## src/design/lars_pkg.sv

```systemverilog
package lars_pkg;

  localparam int ROW_BITS    = 64;
  localparam int WIDTH_BITS  = 7;
  localparam int CFG_DATA_W  = 32;
  localparam int CFG_ADDR_W  = 2;
  localparam int COUNT_BITS  = 4;
  localparam int QUEUE_DEPTH = 4;
  localparam int QPTR_BITS   = 2;
  localparam int QCNT_BITS   = 3;

  localparam logic [CFG_ADDR_W-1:0] REG_ACTIVE_WIDTH = 2'd0;
  localparam logic [WIDTH_BITS-1:0] WIDTH_RESET      = 7'd64;

  localparam logic [COUNT_BITS-1:0] BIRTH_COUNT   = 4'd3;
  localparam logic [COUNT_BITS-1:0] SURVIVE_COUNT = 4'd2;

  typedef struct packed {
    logic [ROW_BITS-1:0] row_cells;
    logic                frame_last_row;
  } lars_in_t;

  typedef struct packed {
    logic [ROW_BITS-1:0] next_row;
    logic                frame_done;
  } lars_out_t;

  typedef struct packed {
    logic push_a;
    logic push_b;
    logic pop;
  } lars_q_ctrl_t;

  typedef struct packed {
    logic not_empty;
    logic low_room;
  } lars_q_status_t;

endpackage

```

## src/design/lars_lane.sv

```systemverilog
module lars_lane
  import lars_pkg::*;
(
  input  logic [7:0] nbr,
  input  logic       alive,
  input  logic       en,
  output logic       next
);

  logic [COUNT_BITS-1:0] cnt;

  always_comb begin
    cnt  = COUNT_BITS'($countones(nbr));
    next = en & ((cnt == BIRTH_COUNT) | (alive & (cnt == SURVIVE_COUNT)));
  end

endmodule

```

## src/design/lars_evolve.sv

```systemverilog
module lars_evolve
  import lars_pkg::*;
#(
  parameter int N = 64
) (
  input  logic [WIDTH_BITS-1:0] width,
  input  logic [N-1:0]          above,
  input  logic [N-1:0]          here,
  input  logic [N-1:0]          below,
  output logic [N-1:0]          next
);

  logic [N-1:0] en;
  logic [N+1:0] ext_a;
  logic [N+1:0] ext_h;
  logic [N+1:0] ext_b;

  for (genvar c = 0; c < N; c++) begin : g_en
    assign en[c] = (width > WIDTH_BITS'(c));
  end

  assign ext_a = {1'b0, above & en, 1'b0};
  assign ext_h = {1'b0, here & en, 1'b0};
  assign ext_b = {1'b0, below & en, 1'b0};

  for (genvar c = 0; c < N; c++) begin : g_lane
    lars_lane u_lane (
      .nbr   ({ext_a[c+2:c], ext_b[c+2:c], ext_h[c+2], ext_h[c]}),
      .alive (ext_h[c+1]),
      .en    (en[c]),
      .next  (next[c])
    );
  end

endmodule

```

## src/design/lars_queue.sv

```systemverilog
module lars_queue
  import lars_pkg::*;
(
  input  logic           clk,
  input  logic           rst_n,
  input  lars_q_ctrl_t   ctrl,
  input  lars_out_t      wr_a,
  input  lars_out_t      wr_b,
  output lars_out_t      head,
  output lars_q_status_t status
);

  lars_out_t              mem [QUEUE_DEPTH];
  logic [QPTR_BITS-1:0]   wr_ptr_r, wr_ptr_nxt;
  logic [QPTR_BITS-1:0]   rd_ptr_r, rd_ptr_nxt;
  logic [QCNT_BITS-1:0]   cnt_r, cnt_nxt;
  logic [QPTR_BITS-1:0]   b_ptr;

  always_comb begin
    b_ptr      = wr_ptr_r + QPTR_BITS'(ctrl.push_a);
    wr_ptr_nxt = b_ptr + QPTR_BITS'(ctrl.push_b);
    rd_ptr_nxt = rd_ptr_r + QPTR_BITS'(ctrl.pop);
    cnt_nxt    = cnt_r + QCNT_BITS'(ctrl.push_a) + QCNT_BITS'(ctrl.push_b)
                 - QCNT_BITS'(ctrl.pop);
  end

  always_ff @(posedge clk) begin
    if (ctrl.push_a) begin
      mem[wr_ptr_r] <= wr_a;
    end
    if (ctrl.push_b) begin
      mem[b_ptr] <= wr_b;
    end
  end

  always_ff @(posedge clk) begin
    if (!rst_n) begin
      wr_ptr_r <= '0;
      rd_ptr_r <= '0;
      cnt_r    <= '0;
    end else begin
      wr_ptr_r <= wr_ptr_nxt;
      rd_ptr_r <= rd_ptr_nxt;
      cnt_r    <= cnt_nxt;
    end
  end

  assign head             = mem[rd_ptr_r];
  assign status.not_empty = (cnt_r != '0);
  assign status.low_room  = (cnt_r >= QCNT_BITS'(QUEUE_DEPTH - 1));

endmodule

```

## src/design/life_automaton_row_step.sv

```systemverilog
// One generation of the B3/S23 life automaton, one frame row per request.
// Input channel in_*: a row of cells (bit c is column c) and a flag for the
// bottom row of the frame. Output channel out_*: next-generation rows, the
// bottom one of each frame marked with frame_done.
// Register active_width (byte address 0 of the APB port) sets the columns in
// use; higher columns are dead and read back as zero. Write it while idle.
// The first row of a frame gives no result; each later row gives the result
// for the row above it; a flagged row also gives the result for itself.
// A result enters the result queue as its row is accepted; out_* shows the head.
// Throughput: one row per cycle while in_stall is low; two sets of ROW_CELLS rule
// lanes evaluate a whole row at once, and a flagged row writes two results into
// the four-entry result queue in the same cycle.
// in_stall rises when the result queue has fewer than two free entries, so a
// stalled receiver backs up the input once three results are queued.
// Reset clears the held rows, empties the queue and sets active_width to 64.
module life_automaton_row_step
  import lars_pkg::*;
#(
  parameter int ROW_CELLS = 64
) (
  input  logic                  clk,
  input  logic                  rst_n,
  input  logic                  in_valid,
  output logic                  in_stall,
  input  lars_in_t              in_data,
  output logic                  out_valid,
  input  logic                  out_stall,
  output lars_out_t             out_data,
  input  logic                  psel,
  input  logic                  penable,
  input  logic                  pwrite,
  input  logic [CFG_ADDR_W-1:0] paddr,
  input  logic [CFG_DATA_W-1:0] pwdata,
  output logic [CFG_DATA_W-1:0] prdata,
  output logic                  pready
);

  logic [WIDTH_BITS-1:0] width_r, width_nxt;
  logic [ROW_CELLS-1:0]  upper_r, upper_nxt;
  logic [ROW_CELLS-1:0]  middle_r, middle_nxt;
  logic                  held_r, held_nxt;

  logic                  accept;
  logic [ROW_CELLS-1:0]  row;
  logic [ROW_CELLS-1:0]  res_a, res_b;
  lars_out_t             wr_a, wr_b;
  lars_q_ctrl_t          q_ctrl;
  lars_q_status_t        q_status;

  assign pready = 1'b1;
  assign prdata = (paddr == REG_ACTIVE_WIDTH) ?
                  {{(CFG_DATA_W-WIDTH_BITS){1'b0}}, width_r} : '0;

  assign in_stall = q_status.low_room;
  assign accept   = in_valid & ~in_stall;
  assign row      = in_data.row_cells[ROW_CELLS-1:0];

  always_comb begin
    width_nxt = width_r;
    if (psel && penable && pwrite && pready && (paddr == REG_ACTIVE_WIDTH)) begin
      width_nxt = pwdata[WIDTH_BITS-1:0];
    end
  end

  always_comb begin
    upper_nxt  = upper_r;
    middle_nxt = middle_r;
    held_nxt   = held_r;
    if (accept) begin
      if (in_data.frame_last_row) begin
        upper_nxt  = '0;
        middle_nxt = '0;
        held_nxt   = 1'b0;
      end else begin
        upper_nxt  = middle_r;
        middle_nxt = row;
        held_nxt   = 1'b1;
      end
    end
  end

  always_ff @(posedge clk) begin
    if (!rst_n) begin
      width_r  <= WIDTH_RESET;
      upper_r  <= '0;
      middle_r <= '0;
      held_r   <= 1'b0;
    end else begin
      width_r  <= width_nxt;
      upper_r  <= upper_nxt;
      middle_r <= middle_nxt;
      held_r   <= held_nxt;
    end
  end

  lars_evolve #(.N(ROW_CELLS)) u_evolve_a (
    .width (width_r),
    .above (upper_r),
    .here  (middle_r),
    .below (row),
    .next  (res_a)
  );

  lars_evolve #(.N(ROW_CELLS)) u_evolve_b (
    .width (width_r),
    .above (held_r ? middle_r : '0),
    .here  (row),
    .below ('0),
    .next  (res_b)
  );

  always_comb begin
    wr_a                              = '0;
    wr_a.next_row[ROW_CELLS-1:0]      = res_a;
    wr_a.frame_done                   = 1'b0;
    wr_b                              = '0;
    wr_b.next_row[ROW_CELLS-1:0]      = res_b;
    wr_b.frame_done                   = 1'b1;
  end

  assign q_ctrl.push_a = accept & held_r;
  assign q_ctrl.push_b = accept & in_data.frame_last_row;
  assign q_ctrl.pop    = out_valid & ~out_stall;

  lars_queue u_queue (
    .clk    (clk),
    .rst_n  (rst_n),
    .ctrl   (q_ctrl),
    .wr_a   (wr_a),
    .wr_b   (wr_b),
    .head   (out_data),
    .status (q_status)
  );

  assign out_valid = q_status.not_empty;

endmodule

```

## config.mk

```make
export PLATFORM = sky130hd
export DESIGN_NAME = life_automaton_row_step
export DESIGN_NICKNAME = d
export VERILOG_FILES = /design/src/design/lars_pkg.sv /design/src/design/lars_lane.sv /design/src/design/lars_evolve.sv /design/src/design/lars_queue.sv /design/src/design/life_automaton_row_step.sv
export SDC_FILE = /design/constraint.sdc
export NUM_CORES = 2
export LEC_CHECK = 0
export BUFFER_PORTS_ARGS = -buffer_cell sky130_fd_sc_hd__buf_4
export CELL_PAD_IN_SITES_DETAIL_PLACEMENT = 0
export CELL_PAD_IN_SITES_GLOBAL_PLACEMENT = 2
export CORE_ASPECT_RATIO = 1.1
export CORE_MARGIN = 2
export CORE_UTILIZATION = 45
export CTS_CLUSTER_SIZE = 30
export DETAILED_ROUTE_END_ITERATION = 6
export HOLD_SLACK_MARGIN = 0.05
export PLACE_DENSITY = 0.95
export SKIP_CTS_REPAIR_TIMING = 1
export SLEW_MARGIN = 20
export SYNTH_ARGS = -nofsm -noshare
export SYNTH_HDL_FRONTEND = slang
export SYNTH_SLANG_ARGS = --single-unit
export TNS_END_PERCENT = 5
```

## constraint.sdc

```tcl
create_clock -name clk -period 16.21 [get_ports clk]
set_clock_uncertainty 0.05 [all_clocks]
set_input_delay 1.621 -clock clk [delete_from_list [all_inputs] [get_ports clk]]
set_output_delay 1.621 -clock clk [all_outputs]
set_load 0.02 [all_outputs]
```

==> Yosys cells after proc, flatten, opt, wreduce, memory -nomap -nowiden <==
Memories as Yosys holds them, arrays and structs flattened. A register that Yosys moved wholly into a read port is not among the register bits.
Cells that the tools add are included.
W data, S select, Z words.
{ "op_classes": {"n_addsub": 698, "n_lt_le_gt_ge": 65, "n_eq_ne": 256, "n_mux": 10, "bitwise_logic": 394, "reduce_logical": 5} }
{ "op_table": {"columns": ["op", "n"], "rows": [
  ["$eq A4 B2 Y1 const B", 254],
  ["$add A1 B1 Y2", 376],
  ["$add A4 B3 Y4", 124],
  ["$add A2 B2 Y3", 124],
  ["$and A1 B1 Y1", 260],
  ["$and A64 B64 Y64", 4],
  ["$gt A7 B6 Y1 const B", 32],
  ["$add A1 B2 Y3", 65],
  ["$mux W64", 3],
  ["$or A1 B1 Y1", 128],
  ["$gt A7 B5 Y1 const B", 16],
  ["$gt A7 B4 Y1 const B", 8],
  ["$gt A7 B3 Y1 const B", 4],
  ["$gt A7 B1 Y1 const B", 2],
  ["$gt A7 B2 Y1 const B", 2],
  ["$mux W7", 1],
  ["$add A2 B1 Y2", 3],
  ["$add A3 B1 Y3", 2],
  ["$eq A3 B2 Y1 const B", 2],
  ["$mux W1", 5],
  ["$add A1 B4 Y4", 1],
  ["$add A2 B3 Y4", 1],
  ["$add A3 B4 Y4", 1],
  ["$ge A3 B2 Y1 const B", 1],
  ["other kinds (6)", 9]
]} }
{ "totals": {"register_bits": 143, "ram_bits": 260, "inputBits": 106, "output_inout_bits": 100, "wordCells": 1436, "n_memories": 1} }
{ "mem_list": {"columns": ["name", "words", "word_bits", "read_ports", "rd_ports_with_merged_regs", "wr", "line_no", "text"], "rows": [
  ["u_queue.mem", 4, 65, 1, 1, 2, "lars_queue.sv:13", "lars_out_t mem [QUEUE_DEPTH];"]
]} }

==> Depth between registers and ports, before layout <==
{ "depth": {"ltp_word": 9, "depth_mapped": 18, "ltp_nobuf": 15} }

==> Hierarchy <==
From an unflattened synthesis, not the netlist that was laid out.
{ "hier_totals": {"hier_cells": 4558, "hier_area_um2": 46498.3} }
{ "modules_own_cells": {"columns": ["mod", "instances", "cells_per_inst", "area_per_inst_um2"], "rows": [
  ["lars_lane at u_evolve_a.g_lane[0].u_lane ...", 87, 20, 182.7],
  ["lars_queue", 1, 673, 12921.1],
  ["lars_lane at u_evolve_b.g_lane[30].u_lane ...", 39, 19, 181.4],
  ["life_automaton_row_step", 1, 716, 6304.8],
  ["lars_evolve", 2, 324, 1968.1],
  ["lars_lane at u_evolve_b.g_lane[60].u_lane ...", 2, 20, 183.9]
]} }

==> Least setup slack after synthesis <==
OpenSTA, ideal clock, no wires.
{ "synth_timing": {"kind": "input to register", "startpoint": "input in_valid", "endpoint": "memory u_queue.mem[2][10] in the netlist's numbering, enable pin", "setup_ns": 0.581, "arrival_time_ns": 6.499, "required_time_ns": 15.579, "path_slack_ns": 9.079, "stages": 2, "cell_sequence": "nand3_1 -> o31ai_1"} }
{ "synth_rtl": {"columns": ["element", "line_no", "text"], "rows": [
  ["start, declared", "life_automaton_row_step.sv:23", "input logic in_valid,"],
  ["end, declared", "lars_queue.sv:13", null]
]} }

==> impl_metrics.tcl <==
set metrics [dict create \
    power_frac_clock_pct 29.8 \
    max_stage_delay_ns 0.81 \
    rsz0062_at_grt "false" \
    cts-root-buf "clkbuf_16" \
    fillers 7665 \
    cap_violations 0 \
    synth_area_leaders "edfxtp_1 21%, fa_1 14%, ha_1 12%" \
    setup_tns_ns 0 \
    setup_viol 0 \
    track_usage_pct 25.8 \
    power_leakage_nw 17.4 \
    cp_common_cell "fa_1" \
    switchingPower_mw 1.55 \
    power.density_nw_per_um2 98.7 \
    syn_inst 3727 \
    fp.dieW_um 279 \
    yosysTopAreaCell "edfxtp_1" \
    hold_viol 0 \
    postRouteAntennaNets 0 \
    drv_slew 0 \
    holdWs_ns 0.406 \
    finalNetCount 4563 \
    vdd_drop_max_mv 0.0978 \
    vias 28600 \
    swShare_pct 37.8 \
    grt-ovfl-total 0 \
    wl_per_cell_um 22.3 \
    slew_headroom_pct 23.3 \
    multi_input_area_um2 24300 \
    syn_area_um2 37500 \
    antenna_found_initial 3 \
    finalCriticalPeriod_ns 5.95 \
    insertion_delay_ns 0.63 \
    cts_tree "yes" \
    area_growth_pct 10.6 \
    final_area_um2 41400 \
    start_util_pct 45.2 \
    grt_max_degree 94 \
    critPathArrivalTime_ns 6.23 \
    firstDrtPassIters 5 \
    coreArea_um2 82900 \
    synth_top_area_share_pct 20.5 \
    clock_sinks 403 \
    path_class "reg2reg" \
    via_per_inst 5.80 \
    synth.distinct_cells 80 \
    h-tree-depth 2 \
    grt_pass1_wl_um 171000 \
    layout_common_cells "492 x inv_1, 372 x ha_1, 271 x fa_1" \
    cp-start-kind "flip-flop" \
    cellInternalPower_mw 2.54 \
    critPathSlowestCell "o21ai_1" \
    dp_hpwl_um 79500 \
    worst_pin_slew_ns 1.14 \
    clock.fmax_mhz 168 \
    rows 111 \
    ys_warn_count 0 \
    seq_area_frac_synth_pct 28.4 \
    end_kind "flip-flop" \
    outcome "complete, no violations" \
    hold_path.class "reg2reg" \
    pre_cts_ws_ns 10.42 \
    wl_um 110000 \
    drc 0 \
    die_y_um 307 \
    synth-edff-count 256 \
    portBuffers 154 \
    async_reset_ff_share_pct 0 \
    clk_path_buf_depth 3 \
    drive_above_1_share_pct 12.7 \
    dieArea_um2 85600 \
    syn_area_per_cell_um2 10.1 \
    ys_ff_latch 403 \
    mostFrequentLayoutCell "inv_1" \
    grt_pass1_vias 29000 \
    crit_required_ns 16.48 \
    fin_crit_sh_pct 36.7 \
    io_pins 206 \
    synth_ff_type "edfxtp_1" \
    drt_iter0_markers 2031 \
    clk_pin_slew_ns 0.07 \
    worstPathCellList "buf_4 -> nand3_1 -> o21ai_1 -> nand2_2 -> xor2_1 -> ha_1 -> ha_1 -> inv_1 -> fa_1 -> fa_1 -> fa_1 -> nor2b_1 -> o21ai_0 -> o22ai_1" \
    cts_buffers 49 \
    seqCellArea_um2 10600 \
    comb_power_share_pct 39.3 \
    place_area_um2 39700 \
    seq_power_share_pct 30.9 \
    cp_max_fo 20 \
    setup_ws_ns 10.26 \
    globalplace.congestion 0.879 \
]
-- Yosys cell counts (all sizes together), types with 10 or more instances --
cell type  number
inv           492
ha            372
nand2         281
fa            271
edfxtp        256
nor2          186
o22ai         176
dfxtp         147
a21boi        129
clkbuf        127
xnor2         127
nand3b        121
and2          104
nor2b          75
and3           71
buf            67
mux4           65
a22o           64
a31o           55
a21oi          51
o21bai         46
o2111ai        42
nand3          39
o21ai          39
xor2           37
o211ai         28
a211oi         23
a21o           23
nor4b          23
nand4          19
nor3           19
mux2i          18
a31oi          16
mux2           16
or3            15
a2111oi        14
and4bb         10
nand2b         10
-- state kept, by name, indices dropped and copies added (netlist names) --
| register | count |
|---|---|
| width_r | 7 |
| u_queue.cnt_r | 3 |
| u_queue.mem | 260 |
| upper_r | 64 |
| middle_r | 64 |
| u_queue.rd_ptr_r | 2 |
| held_r | 1 |
| u_queue.wr_ptr_r | 2 |
-- layout make-up --
class / count / share of cell area [%]
multi-input cells: 2661 / 58.6
flip-flops and latches: 403 / 25.7
inverters: 493 / 4.46
repair buffers: 206 / 3.73
well taps: 1073 / 3.24
clock buffers: 57 / 3.15
clock inverters: 35 / 1.10
diodes: 2 / 0.0121
-- power by group through the flow --
stage / Clock [mW] / Combinational (mW) / Sequential [mW]
global placement: 0 / 1.58 / 1.28
finish: 1.22 / 1.61 / 1.26
global route: 1.28 / 1.79 / 1.28
detailed placement: 0 / 1.61 / 1.29
CTS: 1.24 / 1.62 / 1.27
floorplan: 0 / 1.13 / 1.24
-- worst paths after layout --
check	start	end	slack (ns)	cells after the start
worst min register to register	u_queue.mem[1][0]	u_queue.mem[1][0]	0.41	1
worst min-delay path	u_queue.mem[1][0]	u_queue.mem[1][0]	0.41	1
worst max register to register	width_r[2]	u_queue.mem[0][48]	10.26	14
worst max-delay path	width_r[2]	u_queue.mem[0][48]	10.26	14
-- kinds of logic after synthesis --
kind of cell,Yosys count,share of synthesized area (%)
simple gates,1000,14.5
flops,403,28.4
buf+inv,687,7.32
xor+xnor,164,3.83
compound gates,729,14.2
other cells,2,0.0200
fa+ha+maj,643,26.9
mux,99,4.87
-- through the flow --
| stage | util, % | power, mW | instances |
|---|---|---|---|
| after global routing | 50.0 | 4.34 | 4929 |
| after detailed placement | 47.9 | 2.90 | 4836 |
| final | 50.0 | 4.09 | 4930 |
| after CTS | 50.0 | 4.12 | 4928 |
| after floorplan | - | 2.36 | 3751 |
| after global placement | 47.9 | 2.86 | 4836 |
-- metal layers --
layer	vias up	routed length (um)	GRT usage (%)
li1	13300	-	-
met1	14200	46000	33.8
met2	903	53400	44.4
met3	197	7110	3.66
met4	2	3500	7.86
met5	-	16	0
-- worst max-delay path, delay by kind of cell (launching register included) --
| family | cells | cell delay, ns |
|---|---|---|
| adders and majority gates | 5 | 1.86 |
| buffers and inverters | 2 | 0.41 |
| and+or+nand+nor | 3 | 1.08 |
| xor gates and xnor gates | 1 | 0.22 |
| DFF | 1 | 0.59 |
| AOI/OAI and AO/OA | 3 | 1.42 |
Note: power is estimated with default switching activity, not from simulation.
